===== config.mk =====
export PLATFORM = sky130hd
export DESIGN_NAME = amicable_pair_check
export DESIGN_NICKNAME = d
export VERILOG_FILES = /design/src/hw/rtl/apc_pkg.sv /design/src/hw/rtl/apc_divider.sv /design/src/hw/rtl/apc_datapath.sv /design/src/hw/rtl/apc_ctrl.sv /design/src/hw/rtl/amicable_pair_check.sv
export SDC_FILE = /design/constraint.sdc
export NUM_CORES = 1
export LEC_CHECK = 0
export ABC_AREA = 0
export BUFFER_PORTS_ARGS = -buffer_cell sky130_fd_sc_hd__buf_2
export CAP_MARGIN = 10
export CORE_UTILIZATION = 62
export CTS_CLUSTER_DIAMETER = 200
export DETAILED_ROUTE_END_ITERATION = 8
export PLACE_DENSITY = 0.86
export SYNTH_ARGS = -nofsm -noshare
export SYNTH_HDL_FRONTEND = slang
export SYNTH_SLANG_ARGS = --single-unit

===== constraint.sdc =====
create_clock -name clock -period 7.4 [get_ports clock]
set_input_delay 0.74 -clock clock [delete_from_list [all_inputs] [get_ports clock]]
set_output_delay 0.74 -clock clock [all_outputs]
set_load 0.005 [all_outputs]

===== src/hw/rtl/apc_pkg.sv =====
// ----------------------------------------------------------------------------
// apc_pkg: shared types and constants for the amicable pair checker
// Payload structs, controller-to-datapath command and status bundles, widths.
// ----------------------------------------------------------------------------
package apc_pkg;

   // Width at which the numbers are evaluated; upper field bits are dropped.
   localparam int DATA_WIDTH    = 16;
   localparam int FIELD_WIDTH   = 16;
   localparam int SUM_WIDTH     = 18;
   localparam int SUM_MAX       = (1 << SUM_WIDTH) - 1;
   // A proper divisor sum stays below eight times the number in this range.
   localparam int ACC_WIDTH     = (DATA_WIDTH + 3 > SUM_WIDTH) ? DATA_WIDTH + 3 : SUM_WIDTH;
   localparam int DIV_CNT_WIDTH = (DATA_WIDTH > 2) ? $clog2(DATA_WIDTH) : 1;

   typedef struct packed {
      logic [FIELD_WIDTH-1:0] first_number;
      logic [FIELD_WIDTH-1:0] second_number;
   } req_payload_type;

   typedef struct packed {
      logic                 is_amicable;
      logic [SUM_WIDTH-1:0] first_divisor_sum;
      logic [SUM_WIDTH-1:0] second_divisor_sum;
   } rsp_payload_type;

   typedef struct packed {
      logic load;         // capture a new request, start with the first number
      logic div_start;    // launch one trial division
      logic accum;        // fold the finished trial into the sum, advance candidate
      logic next_number;  // switch to the second number
      logic publish;      // load the result register
   } apc_cmd_type;

   typedef struct packed {
      logic div_done;     // trial division finished this cycle
      logic loop_end;     // candidate exceeds its quotient: number is finished
      logic last_number;  // working on the second number
      logic out_full;     // result register still holds an untaken result
   } apc_sts_type;

endpackage


===== src/hw/rtl/apc_divider.sv =====
// ----------------------------------------------------------------------------
// apc_divider: iterative restoring divider
// One quotient bit per cycle; quotient and remainder after DATA_WIDTH steps.
// ----------------------------------------------------------------------------
module apc_divider
   import apc_pkg::*;
(
   input  logic                  clock,
   input  logic                  reset,
   input  logic                  start,
   input  logic [DATA_WIDTH-1:0] dividend,
   input  logic [DATA_WIDTH-1:0] divisor,
   output logic                  done,
   output logic [DATA_WIDTH-1:0] quotient,
   output logic [DATA_WIDTH-1:0] remainder
);

   logic [DATA_WIDTH:0]      rem_ff, rem_in;
   logic [DATA_WIDTH-1:0]    quo_ff, quo_in;
   logic [DIV_CNT_WIDTH-1:0] count_ff, count_in;
   logic                     busy_ff, busy_in;
   logic                     done_ff, done_in;
   logic [DATA_WIDTH:0]      trial;
   logic                     fits;

   always_comb begin
      trial = {rem_ff[DATA_WIDTH-1:0], quo_ff[DATA_WIDTH-1]};
      fits  = (trial >= {1'b0, divisor});
      rem_in   = rem_ff;
      quo_in   = quo_ff;
      count_in = count_ff;
      busy_in  = busy_ff;
      done_in  = 1'b0;
      if (start) begin
         rem_in   = '0;
         quo_in   = dividend;
         count_in = DIV_CNT_WIDTH'(DATA_WIDTH - 1);
         busy_in  = 1'b1;
      end else if (busy_ff) begin
         rem_in   = fits ? (trial - {1'b0, divisor}) : trial;
         quo_in   = {quo_ff[DATA_WIDTH-2:0], fits};
         count_in = count_ff - DIV_CNT_WIDTH'(1);
         if (count_ff == '0) begin
            busy_in = 1'b0;
            done_in = 1'b1;
         end
      end
   end

   always_ff @(posedge clock) begin
      if (reset) begin
         busy_ff <= 1'b0;
         done_ff <= 1'b0;
      end else begin
         busy_ff <= busy_in;
         done_ff <= done_in;
      end
   end

   always_ff @(posedge clock) begin
      rem_ff   <= rem_in;
      quo_ff   <= quo_in;
      count_ff <= count_in;
   end

   assign done      = done_ff;
   assign quotient  = quo_ff;
   assign remainder = rem_ff[DATA_WIDTH-1:0];

endmodule


===== src/hw/rtl/apc_datapath.sv =====
// ----------------------------------------------------------------------------
// apc_datapath: operand, candidate and sum registers of the pair checker
// Runs trial divisions, accumulates divisor pairs, holds the result register.
// ----------------------------------------------------------------------------
module apc_datapath
   import apc_pkg::*;
(
   input  logic            clock,
   input  logic            reset,
   input  apc_cmd_type     cmd,
   output apc_sts_type     sts,
   input  req_payload_type req_payload,
   output logic            rsp_valid,
   input  logic            rsp_ready,
   output rsp_payload_type rsp_payload
);

   logic [DATA_WIDTH-1:0] num_a_ff, num_a_in;
   logic [DATA_WIDTH-1:0] num_b_ff, num_b_in;
   logic [DATA_WIDTH-1:0] cand_ff, cand_in;
   logic [ACC_WIDTH-1:0]  sum_a_ff, sum_a_in;
   logic [ACC_WIDTH-1:0]  sum_b_ff, sum_b_in;
   logic                  sel_ff, sel_in;
   logic                  rsp_valid_ff, rsp_valid_in;
   rsp_payload_type       rsp_data_ff, rsp_data_in;

   logic [DATA_WIDTH-1:0] cur_num;
   logic [DATA_WIDTH-1:0] quo;
   logic [DATA_WIDTH-1:0] rem;
   logic                  div_done;
   logic [ACC_WIDTH-1:0]  add_low;
   logic [ACC_WIDTH-1:0]  add_high;
   logic [ACC_WIDTH-1:0]  sum_cur;
   logic [ACC_WIDTH-1:0]  sum_next;

   assign cur_num = sel_ff ? num_b_ff : num_a_ff;

   apc_divider u_divider (
      .clock     (clock),
      .reset     (reset),
      .start     (cmd.div_start),
      .dividend  (cur_num),
      .divisor   (cand_ff),
      .done      (div_done),
      .quotient  (quo),
      .remainder (rem)
   );

   function automatic logic [SUM_WIDTH-1:0] clip_sum(input logic [ACC_WIDTH-1:0] s);
      logic [SUM_WIDTH-1:0] r;
      r = (s > ACC_WIDTH'(SUM_MAX)) ? SUM_WIDTH'(SUM_MAX) : s[SUM_WIDTH-1:0];
      return r;
   endfunction

   always_comb begin
      // Divisor d and its partner n/d; skip n itself, count a square root once.
      add_low  = (rem == '0 && cand_ff != cur_num) ? ACC_WIDTH'(cand_ff) : '0;
      add_high = (rem == '0 && quo != cand_ff && quo != cur_num) ? ACC_WIDTH'(quo) : '0;
      sum_cur  = sel_ff ? sum_b_ff : sum_a_ff;
      sum_next = sum_cur + add_low + add_high;

      num_a_in = num_a_ff;
      num_b_in = num_b_ff;
      cand_in  = cand_ff;
      sum_a_in = sum_a_ff;
      sum_b_in = sum_b_ff;
      sel_in   = sel_ff;
      if (cmd.load) begin
         num_a_in = DATA_WIDTH'(req_payload.first_number);
         num_b_in = DATA_WIDTH'(req_payload.second_number);
         cand_in  = DATA_WIDTH'(1);
         sum_a_in = '0;
         sum_b_in = '0;
         sel_in   = 1'b0;
      end else if (cmd.accum) begin
         cand_in = cand_ff + DATA_WIDTH'(1);
         if (sel_ff) begin
            sum_b_in = sum_next;
         end else begin
            sum_a_in = sum_next;
         end
      end else if (cmd.next_number) begin
         cand_in = DATA_WIDTH'(1);
         sel_in  = 1'b1;
      end

      rsp_data_in = rsp_data_ff;
      if (cmd.publish) begin
         rsp_data_in.is_amicable        = (sum_a_ff == ACC_WIDTH'(num_b_ff)) &&
                                          (sum_b_ff == ACC_WIDTH'(num_a_ff));
         rsp_data_in.first_divisor_sum  = clip_sum(sum_a_ff);
         rsp_data_in.second_divisor_sum = clip_sum(sum_b_ff);
      end
      rsp_valid_in = cmd.publish | (rsp_valid_ff & ~rsp_ready);
   end

   always_ff @(posedge clock) begin
      if (reset) begin
         rsp_valid_ff <= 1'b0;
         sel_ff       <= 1'b0;
      end else begin
         rsp_valid_ff <= rsp_valid_in;
         sel_ff       <= sel_in;
      end
   end

   always_ff @(posedge clock) begin
      num_a_ff    <= num_a_in;
      num_b_ff    <= num_b_in;
      cand_ff     <= cand_in;
      sum_a_ff    <= sum_a_in;
      sum_b_ff    <= sum_b_in;
      rsp_data_ff <= rsp_data_in;
   end

   always_comb begin
      sts.div_done    = div_done;
      sts.loop_end    = (cand_ff > quo);
      sts.last_number = sel_ff;
      sts.out_full    = rsp_valid_ff;
   end

   assign rsp_valid   = rsp_valid_ff;
   assign rsp_payload = rsp_data_ff;

endmodule


===== src/hw/rtl/apc_ctrl.sv =====
// ----------------------------------------------------------------------------
// apc_ctrl: sequencer of the pair checker
// Steps through trial divisions for both numbers, then hands off the result.
// ----------------------------------------------------------------------------
module apc_ctrl
   import apc_pkg::*;
(
   input  logic        clock,
   input  logic        reset,
   input  logic        req_valid,
   output logic        req_ready,
   input  apc_sts_type sts,
   output apc_cmd_type cmd
);

   typedef enum logic [4:0] {
      S_IDLE   = 5'b00001,
      S_START  = 5'b00010,
      S_DIV    = 5'b00100,
      S_STEP   = 5'b01000,
      S_FINISH = 5'b10000
   } state_type;

   state_type state_ff, state_in;

   always_comb begin
      state_in  = state_ff;
      cmd       = '0;
      req_ready = 1'b0;
      case (state_ff)
         S_IDLE: begin
            req_ready = 1'b1;
            if (req_valid) begin
               cmd.load = 1'b1;
               state_in = S_START;
            end
         end
         S_START: begin
            cmd.div_start = 1'b1;
            state_in      = S_DIV;
         end
         S_DIV: begin
            if (sts.div_done) begin
               state_in = S_STEP;
            end
         end
         S_STEP: begin
            if (!sts.loop_end) begin
               cmd.accum = 1'b1;
               state_in  = S_START;
            end else if (!sts.last_number) begin
               cmd.next_number = 1'b1;
               state_in        = S_START;
            end else begin
               state_in = S_FINISH;
            end
         end
         S_FINISH: begin
            // Hold until the result register is free.
            if (!sts.out_full) begin
               cmd.publish = 1'b1;
               state_in    = S_IDLE;
            end
         end
         default: begin
            state_in = S_IDLE;
         end
      endcase
   end

   always_ff @(posedge clock) begin
      if (reset) begin
         state_ff <= S_IDLE;
      end else begin
         state_ff <= state_in;
      end
   end

endmodule


===== src/hw/rtl/amicable_pair_check.sv =====
// ----------------------------------------------------------------------------
// amicable_pair_check: amicable number pair test
// Sums the proper divisors of two numbers and flags an amicable pair.
// ----------------------------------------------------------------------------
//
//   channel   direction   handshake              payload
//   req_      in          req_valid/req_ready    req_payload_type (two numbers)
//   rsp_      out         rsp_valid/rsp_ready    rsp_payload_type (flag, two sums)
//
// Work: one request at a time. Each number n takes floor(sqrt(n)) + 1 trial
//   divisions (one for n = 0); each trial runs a launch, the one-bit-per-cycle
//   divider (DATA_WIDTH steps), done and accumulate. A request of two 16-bit
//   numbers takes at most 512 trials.
// Reset: synchronous, active high; returns to idle with no result pending.
// Stalls: the result register parts the two sides, so a new request is taken
//   while a finished result waits; a result stalled on rsp_ready holds the
//   next one in its final step.
//
module amicable_pair_check
   import apc_pkg::*;
(
   input  logic            clock,
   input  logic            reset,
   input  logic            req_valid,
   output logic            req_ready,
   input  req_payload_type req_payload,
   output logic            rsp_valid,
   input  logic            rsp_ready,
   output rsp_payload_type rsp_payload
);

   apc_cmd_type cmd;
   apc_sts_type sts;

   // Sequence the trial divisions over both numbers.
   apc_ctrl u_ctrl (
      .clock     (clock),
      .reset     (reset),
      .req_valid (req_valid),
      .req_ready (req_ready),
      .sts       (sts),
      .cmd       (cmd)
   );

   // Divide, accumulate divisor pairs, drive the result register.
   apc_datapath u_datapath (
      .clock       (clock),
      .reset       (reset),
      .cmd         (cmd),
      .sts         (sts),
      .req_payload (req_payload),
      .rsp_valid   (rsp_valid),
      .rsp_ready   (rsp_ready),
      .rsp_payload (rsp_payload)
   );

endmodule


; ---- Word-level counts from Yosys, hierarchy flattened
; Cells that the tools add are included.
[word_totals]
ff_bits = 168
latchBits = 0
mem_bits_rw = 0
rom_bits = 0
in_bits = 36
out_inout_bits = 39
wordCells = 87
mem_count = 0
[classes]
addsub = 5
n_mul = 0
n_div = 0
order_cmp = 4
eq_ne = 13
shift = 0
muxes = 29
bitwise = 6
n_reduce_logical = 14
[op_table]
columns = operator, n
row1 = 16-bit two-way mux, 8
row2 = 16-bit inequality test, 3
row3 = 19-bit adder, 2
row4 = 19-bit by 16-bit == test with 1-bit output, 2
row5 = "19-bit by 18-bit greater-than comparator with 1-bit output, second input constant", 2
row6 = 5-bit two-way mux, 5
row7 = 5-bit case mux with 5 select lines, 1
row8 = 19-bit two-way mux, 1
row9 = 17-bit by 16-bit >= comparator with 1-bit output, 1
row10 = "16-bit by 1-bit adder with 16-bit output, second input constant", 1
row11 = 16-bit greater-than comparator, 1
row12 = 16-bit zero test, 1
row13 = 16-bit subtractor, 1
row14 = 1-bit two-way mux, 13
row15 = 2-bit AND reduction, 3
row16 = "5-bit by 1-bit == test with 1-bit output, second input constant", 1
row17 = "5-bit by 2-bit == test with 1-bit output, second input constant", 1
row18 = "5-bit by 3-bit == test with 1-bit output, second input constant", 1
row19 = "5-bit by 4-bit == test with 1-bit output, second input constant", 1
row20 = "5-bit == test, second input constant", 1
row21 = 1-bit logical AND, 4
row22 = 4-bit zero test, 1
row23 = "2-bit inequality test, second input constant", 2
row24 = 1-bit NOT, 4
row25 = other kinds (9), 10

; ---- Depth between registers and ports, before layout
; Gate-level depths: netlist (run 1).
[depth]
word_depth = 6
mapped_depth = 22
depth_no_buf = 20

; ---- By module
; From an unflattened synthesis (run 1), not the netlist that was laid out.
[hier_totals]
cells_unflattened = 1123
hier_area_um2 = 10717.8
[modules_own_cells]
columns = mod, instances, cells_per_inst, area_each_um2
row1 = apc_datapath, 1, 781, 7694.9
row2 = apc_divider, 1, 298, 2648.8
row3 = apc_ctrl, 1, 44, 374.1

; ---- Least setup slack after synthesis (run 1)
; OpenSTA, ideal clock, no wires.
[synth_timing]
path_type = flip-flop to flip-flop
startpoint = register u_datapath.sel_ff
endpoint = register u_datapath.sum_b_ff[17]
setup_ns = 0.071
t_arrival_ns = 4.551
path_slack_ns = 2.778
path_stages_with_launch = 23
path_buffers = 3
path_cell_list = dfxtp_1 buf_2 buf_2 mux2i_1 xnor2_1 nand4_1 nor4_1 nor2_1 clkbuf_1 nand2_1 fa_1 inv_1 ha_1 inv_1 fa_1 nor2b_1 o31a_1 o221ai_1 o221a_2 nand2_1 a21boi_0 or3_1 a21oi_1
[synth_via]
elab_chain_len = 6
[synth_rtl]
columns = item, line_no
row1 = start: declaration, apc_datapath.sv:23  ; logic sel_ff, sel_in;
row2 = start signal: assignment, apc_datapath.sv:103  ; sel_ff <= sel_in;
row3 = 16-bit two-way mux, apc_datapath.sv:36  ; assign cur_num = sel_ff ? num_b_ff : num_a_ff;
row4 = 16-bit inequality test, apc_datapath.sv:57  ; add_low = (rem == '0 && cand_ff != cur_num) ? ACC_WIDTH'(cand_ff) : '0;
row5 = 1-bit logical AND, apc_datapath.sv:57
row6 = 16-bit two-way mux, apc_datapath.sv:57
row7 = 19-bit adder (2 in a row), apc_datapath.sv:60  ; sum_next = sum_cur + add_low + add_high;
row8 = end signal: assignment, apc_datapath.sv:112  ; sum_b_ff <= sum_b_in;
row9 = end: declaration, apc_datapath.sv:22  ; logic [ACC_WIDTH-1:0] sum_b_ff, sum_b_in;
; Parallel ways exist; a longest one is shown, timed or not.
; A chain may end at the register's enable or synchronous reset.

; ---- Worst setup path after layout (run 1)
; Ends and elaborated chain as after synthesis.

==> results of run 1 <==
## worst max path at each step
stage | start | endpoint | slack [ns]
6_report | u_datapath.sel_ff | u_datapath.sum_b_ff[17] | 1.49
5_1_grt | u_datapath.sel_ff | u_datapath.sum_b_ff[17] | 1.17
4_1_cts | u_datapath.sel_ff | u_datapath.sum_b_ff[17] | 1.66
3_5_place_dp | u_datapath.sel_ff | u_datapath.sum_b_ff[17] | 1.69
3_3_place_gp | u_datapath.sel_ff | u_datapath.sum_b_ff[17] | 1.94
2_1_floorplan | u_datapath.sel_ff | u_datapath.sum_b_ff[17] | 2.78
## where the power goes
group          internal, mW  total (mW)  switching, mW  leakage (nW)
Combinational         0.390       0.984          0.594          2.86
Sequential             1.11        1.23          0.117          1.47
Clock                 0.466       0.876          0.410         0.280
Total                  1.97        3.09           1.12          4.61
## Yosys cell counts, drive strengths merged (7+ instances only)
library cell  instances
o21ai                50
nand2               130
clkbuf               22
or3                  10
or2                  38
inv                  75
nand2b                7
a21o                  7
a211oi               14
xnor2                79
mux2i                50
xor2                 21
nand4                25
nor2                 67
ha                   50
nor4                 15
nor3                 15
nand3                19
a21oi                55
edfxtp               85
dfxtp                83
a31oi                12
fa                   18
buf                  13
## cell families (layout without fill, tap and decap cells)
| logic type | after synthesis | after routing | synth area share |
|---|---|---|---|
| adder cells (fa/ha/maj) | 68 | 68 | 0.09912 |
| AO/OA/AOI/OAI | 183 | 183 | 0.1170 |
| XOR/XNOR | 100 | 100 | 0.08805 |
| multiplexers | 53 | 53 | 0.05371 |
| flip-flops | 168 | 168 | 0.4236 |
| buffers and inverters | 110 | 190 | 0.04415 |
| AND/OR/NAND/NOR | 355 | 355 | 0.1743 |
## metal layers
metal,vias up,track usage,part of all wire
met3,60,0.07110,0.075
met1,3885,0.4457,0.43
met4,0,0.1280,0.026
met2,410,0.5332,0.46
met5,-,0,0
li1,3779,-,-
## flip-flops by register name, summed over array words and instances (netlist names)
name,flops
u_datapath.rsp_payload,37
u_datapath.sum_a_ff,19
u_datapath.sum_b_ff,19
u_datapath.cand_ff,16
u_datapath.num_a_ff,16
u_datapath.num_b_ff,16
u_datapath.u_divider.quotient,16
u_datapath.u_divider.rem_ff,16
u_ctrl.state_ff,5
u_datapath.u_divider.count_ff,4
u_datapath.rsp_valid,1
u_datapath.sel_ff,1
u_datapath.u_divider.busy_ff,1
u_datapath.u_divider.done,1
## stage by stage
step / cells / area, sq um
2_1_floorplan: 1037 / 9947
6_report: 1328 / 11090
4_1_cts: 1328 / 11090
3_5_place_dp: 1296 / 10500
5_1_grt: 1328 / 11090
3_3_place_gp: 1296 / 10500
## cell type report
| type | instances | area (sq um) |
|---|---|---|
| well taps | 211 | 264.0 |
| fillers | 1163 | 4342 |
| inverters | 75 | 281.5 |
| clock inverters | 13 | 131.4 |
| clock buffers | 19 | 454.2 |
| multi-input cells | 759 | 5301 |
| repair buffers | 83 | 437.9 |
| flip-flops and latches | 168 | 4215 |
==> impl_results.md, run 1 <==
* Worst-path clk slew at 0.07 ns
* First-pass DRT Iterations at 5
* H-tree depth at 4
* Total GRT Usage at 0.3337
* Top delay family on crit path: simple AND/OR/NAND/NOR gates
* Share of layout cells above drive strength 1 at 0.1504
* Setup WS pre-CTS at 1.693 ns
* Final WS setup at 1.490 ns
* Area leader, netlist: edfxtp_1
* Final slew viol count at 0
* Core ar. at 15,430 sq um
* Post-DR wirelength/cell at 19.76 um
* Most frequent cells in the layout: 130 x nand2_1, 85 x edfxtp_1, 82 x dfxtp_1
* DRC viols at 0
* Pwr per Cell Area at 278.4 nW/um^2
* Setup CP Type: register to register
* RR Endpoint: u_datapath.sum_b_ff[17]
* Syn Area/Cell at 9.592 sq um
* Crit path depth at 19
* Post-Syn Area at 9947 sq um
* Leak pwr at 4.609 nW
* Seq cells post-synth at 168
* Syn Nets at 1,141
* Synth async-reset ratio at 0
* Ant. Diodes at 0
* Remaining global-route overflow at 0
* Layout area overhead at 11.45%
* Pwr Total at 3.086 mW
* CTS tree: yes
* Vias per cell at 6.125
* Final hold vios at 0
* Worst hold path depth at 1
* Deepest clock path buffer count at 2
* Top cells by area, synth: edfxtp_1 26%, dfxtp_1 17%, xnor2_1 7.0%
* Number of global-route vias before repair at 7,810
* CTS sink count at 168
* WP data arrival at 6.28 ns
* Ports at 75
* HPWL Detailed at 19,510 um
* Post-DRT Antenna Nets at 0
* Sequential fraction of the synthesis area at 0.4236
* # Max-Cap Violations at 0
* Fmax at 169.2 MHz
* CTS resizes at 0
* EDFF count, synth at 85
* Critical path buffer and inverter count at 2
* Final Cycle Share at 0.7986
* GPL Wtd Cong at 0.9303
* First-pass GRT wire length at 41,390 um
* Critical Path Max Stage Delay at 1.05 ns
* Pin count of the biggest net entering global routing at 52
* Die ar. at 16,550 sq um
* Final hold slack at 0.4734 ns
* Num CTS Buffers at 17
* R2r setup slk at 1.49 ns
* Top cell type's share of synthesized area at 0.2566
* Sum Neg Setup Slack at 0 ns
* Main synth FF type: edfxtp_1
* Initial antenna violation count at 0
* Worst Tran Pin Value at 1.098 ns
* Commonest non-fill, non-tap cell in the layout: nand2_1
* CP Launch Type: register
* Post CTS Setup Buffer Count at 0
* Syn. warnings at 0
* Worst setup EP type: register
* Post-synthesis cell count at 1,037
* Crit-path cells: mux2i_1, xnor2_1, nand4_1, nor4_1, nor2_1, nand2_1, fa_1, inv_1, ha_1, inv_1, fa_1, nor2b_1, o31a_1, o221ai_1, o221a_2, nand2_1, a21boi_0, or3_1, a21oi_1
* Clk root buf: clkbuf_16
* HP Class: input pin to register
* Post-cts hold buffer count at 0
* Worst Reg2Reg Path Length in Cells at 19
* WP data required at 7.77 ns
* Crit-path max FO at 36
* Clk Latency, worst-skew pair at 0.44 ns
* Min-delay src: req_payload[31]
* Worst-case hold path end point: u_datapath.num_a_ff[15]
* Nets at 1,208
* Peak supply drop at 0.2421 mV
* Max_slew headroom at 0.2664
* Port bufs at 74
* Die Wd at 128.7 um
* Total wire length at 26,250 um
* Final Core Density at 0.7186
* Endpoints failing setup at 0
* Die height at 128.7 um
* CP max stage cell: dfxtp_2
* Cell Rows at 45
* Min Clock Period, post-route at 5.910 ns
* Status: finished clean
* Worst r2r src: u_datapath.sel_ff
* Via Count at 8,134
* Unrepaired setup endpoints after global routing: false
* Setup Skew at 0.01240 ns
* Starting Density at 0.6448
* Library cells used by synthesis at 63
* Initial DRC count at 820
Note: power is estimated with default switching activity, not from simulation.
==> inputs of run 2 (changes only) <==
ABC_AREA = 1   (was 0)
PLACE_DENSITY = 0.85   (was 0.86)
clock period = 5.7 ns   (was 7.4 ns; I/O delays follow)
==> run 2 against run 1 <==
First-iteration DRC count up 61%. Critical endpoint is now u_datapath.sum_b_ff[7]. Register-to-register slack worse by 0.41 ns. Non-clock buffer count down 3. Count of clock-buffer cells in the layout down 1. Fmax up 28%. Via count up 22%. Sequential power up 23%. Final cell count up 31%. Flip-flop and latch count unchanged. Global-route usage up 0.98 points. Cell area up 8.6%. Critical path depth up 3.
==> impl_results.md, run 2 <==
* Sum Neg Setup Slack at 0 ns
* First-pass DRT Iterations at 6
* Num CTS Buffers at 17
* Final Cell Area at 12,040 sq um
* Status: finished clean
* Largest register FFs at 37
* Clk Latency, worst-skew pair at 0.45 ns
* Pwr per Cell Area at 342.8 nW/um^2
* Post-DP Area at 11,450 sq um
* Sequential fraction of the synthesis area at 0.3826
* H-tree depth at 4
* Logic pwr share at 0.353
* Commonest non-fill, non-tap cell in the layout: nand2_1
* Worst Tran Pin Value at 0.9214 ns
* Post-DRT Antenna Nets at 0
* Final Cycle Share at 0.8105
* Starting Density at 0.6369
* Post-DR wirelength/cell at 17.42 um
* Post-cts hold buffer count at 0
* Share of layout cells above drive strength 1 at 0.1148
* Post CTS Setup Buffer Count at 0
* GPL Wtd Cong at 0.9869
* Top cells by count, synth: 419 x nand2_1, 202 x inv_1, 113 x nor2_1
* R2r setup slk at 1.08 ns
* Fmax at 216.5 MHz
* Seq cells post-synth at 168
* Worst setup EP type: register
* Worst-path clk slew at 0.07 ns
* Clock share of power at 0.282
* HPWL Detailed at 22,910 um
* Internal power at 2.489 mW
* Top cells by area, synth: edfxtp_1 23%, dfxtp_1 15%, nand2_1 14%
* CTS tree: yes
* Crit-path max FO at 30
* Ports at 75
* Final hold vios at 0
* Remaining global-route overflow at 0
* Min-delay src: req_payload[7]
* Initial antenna violation count at 0
* Peak supply drop at 0.2242 mV
* EDFF count, synth at 85
* Worst r2r src: u_datapath.sel_ff
* Final WS setup at 1.080 ns
* Total GRT Usage at 0.3435
* Number of global-route vias before repair at 9,104
* Worst hold path depth at 1
* Fin cells at 1,741
* Psw at 1.638 mW
* Die Wd at 135.3 um
* Most frequent cells in the layout: 419 x nand2_1, 202 x inv_1, 113 x nor2_1
* Placed cell count at 1,709
* Worst-case hold path end point: u_datapath.num_b_ff[7]
* Layout area overhead at 9.291%
* Pin count of the biggest net entering global routing at 44
* Initial DRC count at 1,321
* DRC viols at 0
* Fillers at 1,404
* Syn. warnings at 0
* Core ar. at 17,300 sq um
* HP Class: input pin to register
* WP data arrival at 4.96 ns
* Max_slew headroom at 0.3851
* Storage cell area at 4215 sq um
* Leak pwr at 5.801 nW
* Flop pwr share at 0.365
* WP data required at 6.04 ns
* Endpoints failing setup at 0
* First-pass GRT wire length at 47,820 um
* RR Endpoint: u_datapath.sum_b_ff[7]
* Die ar. at 18,300 sq um
* # Max-Cap Violations at 0
* Deepest clock path buffer count at 2
* CP Launch Type: register
* Setup CP Type: register to register
* Worst Reg2Reg Path Length in Cells at 22
* Top cell type's share of synthesized area at 0.2317
* Min Clock Period, post-route at 4.620 ns
* Die height at 135.3 um
* Port bufs at 74
* Pwr Total at 4.127 mW
* Most numerous cell in the Yosys netlist: nand2_1
* Via Count at 9,946
* Clk root buf: clkbuf_16
* Syn Nets at 1,552
* Total wire length at 30,320 um
* CTS sink count at 168
* Final slew viol count at 0
* Ant. Diodes at 0
* Unrepaired setup endpoints after global routing: false
* Final Core Density at 0.6960
* Library cells used by synthesis at 50
* Vias per cell at 5.713
* Synth async-reset ratio at 0
* Post-Syn Area at 11,020 sq um
* Final hold slack at 0.2936 ns
* Syn Area/Cell at 7.607 sq um
* Switching fraction of total power at 0.3970
* Post-synthesis cell count at 1,448
* Area of the multi-input gates at 5747 sq um
* Setup Skew at 0.01124 ns
* Area leader, netlist: edfxtp_1
* Nets at 1,607
* Setup WS pre-CTS at 1.194 ns
* CTS resizes at 0
* Cell Rows at 48
* Main synth FF type: edfxtp_1
==> run 2: changes by cell type after synthesis, sizes merged, moves of 35 or more <==
| cell | previous run | this run |
|---|---|---|
| xnor2 | 79 | 12 |
| nand3 | 19 | 113 |
| nand2 | 130 | 431 |
| xor2 | 21 | 56 |
| nor2 | 67 | 117 |
| mux2i | 50 | 0 |
| inv | 75 | 209 |
==> run 2: logic make-up after synthesis <==
group	count (synthesis)	share of synthesized area
simple gates	735	0.2970
buf+inv	254	0.09621
flops	168	0.3826
xor+xnor	68	0.05475
compound gates	155	0.07997
fa+ha+maj	68	0.08951
==> run 2: power groups by stage <==
stage          Clock (mW)  Combinational (mW)  Sequential (mW)
6_report             1.16                1.46             1.51
5_1_grt              1.21                1.63             1.52
4_1_cts              1.16                1.43             1.50
3_5_place_dp            0                1.42             1.53
3_3_place_gp            0                1.40             1.52
2_1_floorplan           0                1.15             1.49
==> run 2: worst max path at each step <==
stage | start | end | slack, ns | cells past startpoint
after global routing | u_datapath.sel_ff | u_datapath.sum_b_ff[17] | 0.81 | 25
after detailed placement | u_datapath.sel_ff | u_datapath.sum_b_ff[17] | 1.19 | 24
after global placement | u_datapath.sel_ff | u_datapath.sum_b_ff[17] | 1.17 | 24
after floorplan | u_ctrl.state_ff[1] | u_datapath.rsp_payload[0] | 2.08 | 3
after CTS | u_datapath.sel_ff | u_datapath.sum_b_ff[7] | 1.15 | 23
final | u_datapath.sel_ff | u_datapath.sum_b_ff[7] | 1.08 | 22
==> run 2: cell type report <==
cell class / instances / share of cell area
sequential: 168 / 0.3501
clock inverter: 14 / 0.01268
multi-input combinational: 1026 / 0.4773
timing repair buffer: 80 / 0.03450
tap: 225 / 0.02338
clock buffer: 18 / 0.03648
inverter: 210 / 0.06548
==> run 2: worst max-delay path, cell delays in order (launching register included) <==
cell      delay (ns)
dfxtp_2         0.77
inv_2           0.23
nand2_1         0.12
nand2_1         0.16
xor2_1          0.19
nand3b_1        0.19
nor2_1          0.16
nand2_2         0.27
nand3_2         0.16
fa_1            0.42
inv_1           0.07
ha_1            0.22
inv_1           0.07
fa_1            0.40
inv_1           0.10
nand3_1         0.07
nand3_1         0.21
nand2_1         0.08
nand2_1         0.12
xnor2_1         0.20
nand4_1         0.15
nand2_1         0.10
nor2_1          0.05
==> run 2: per-layer routing <==
| metal | global-route usage | share of wire | wire [um] |
|---|---|---|---|
| met3 | 0.05874 | 0.11 | 3250 |
| met4 | 0.1386 | 0.035 | 1054 |
| met1 | 0.4823 | 0.41 | 12440 |
| met2 | 0.5251 | 0.45 | 13580 |
| met5 | 0 | 0 | 0 |
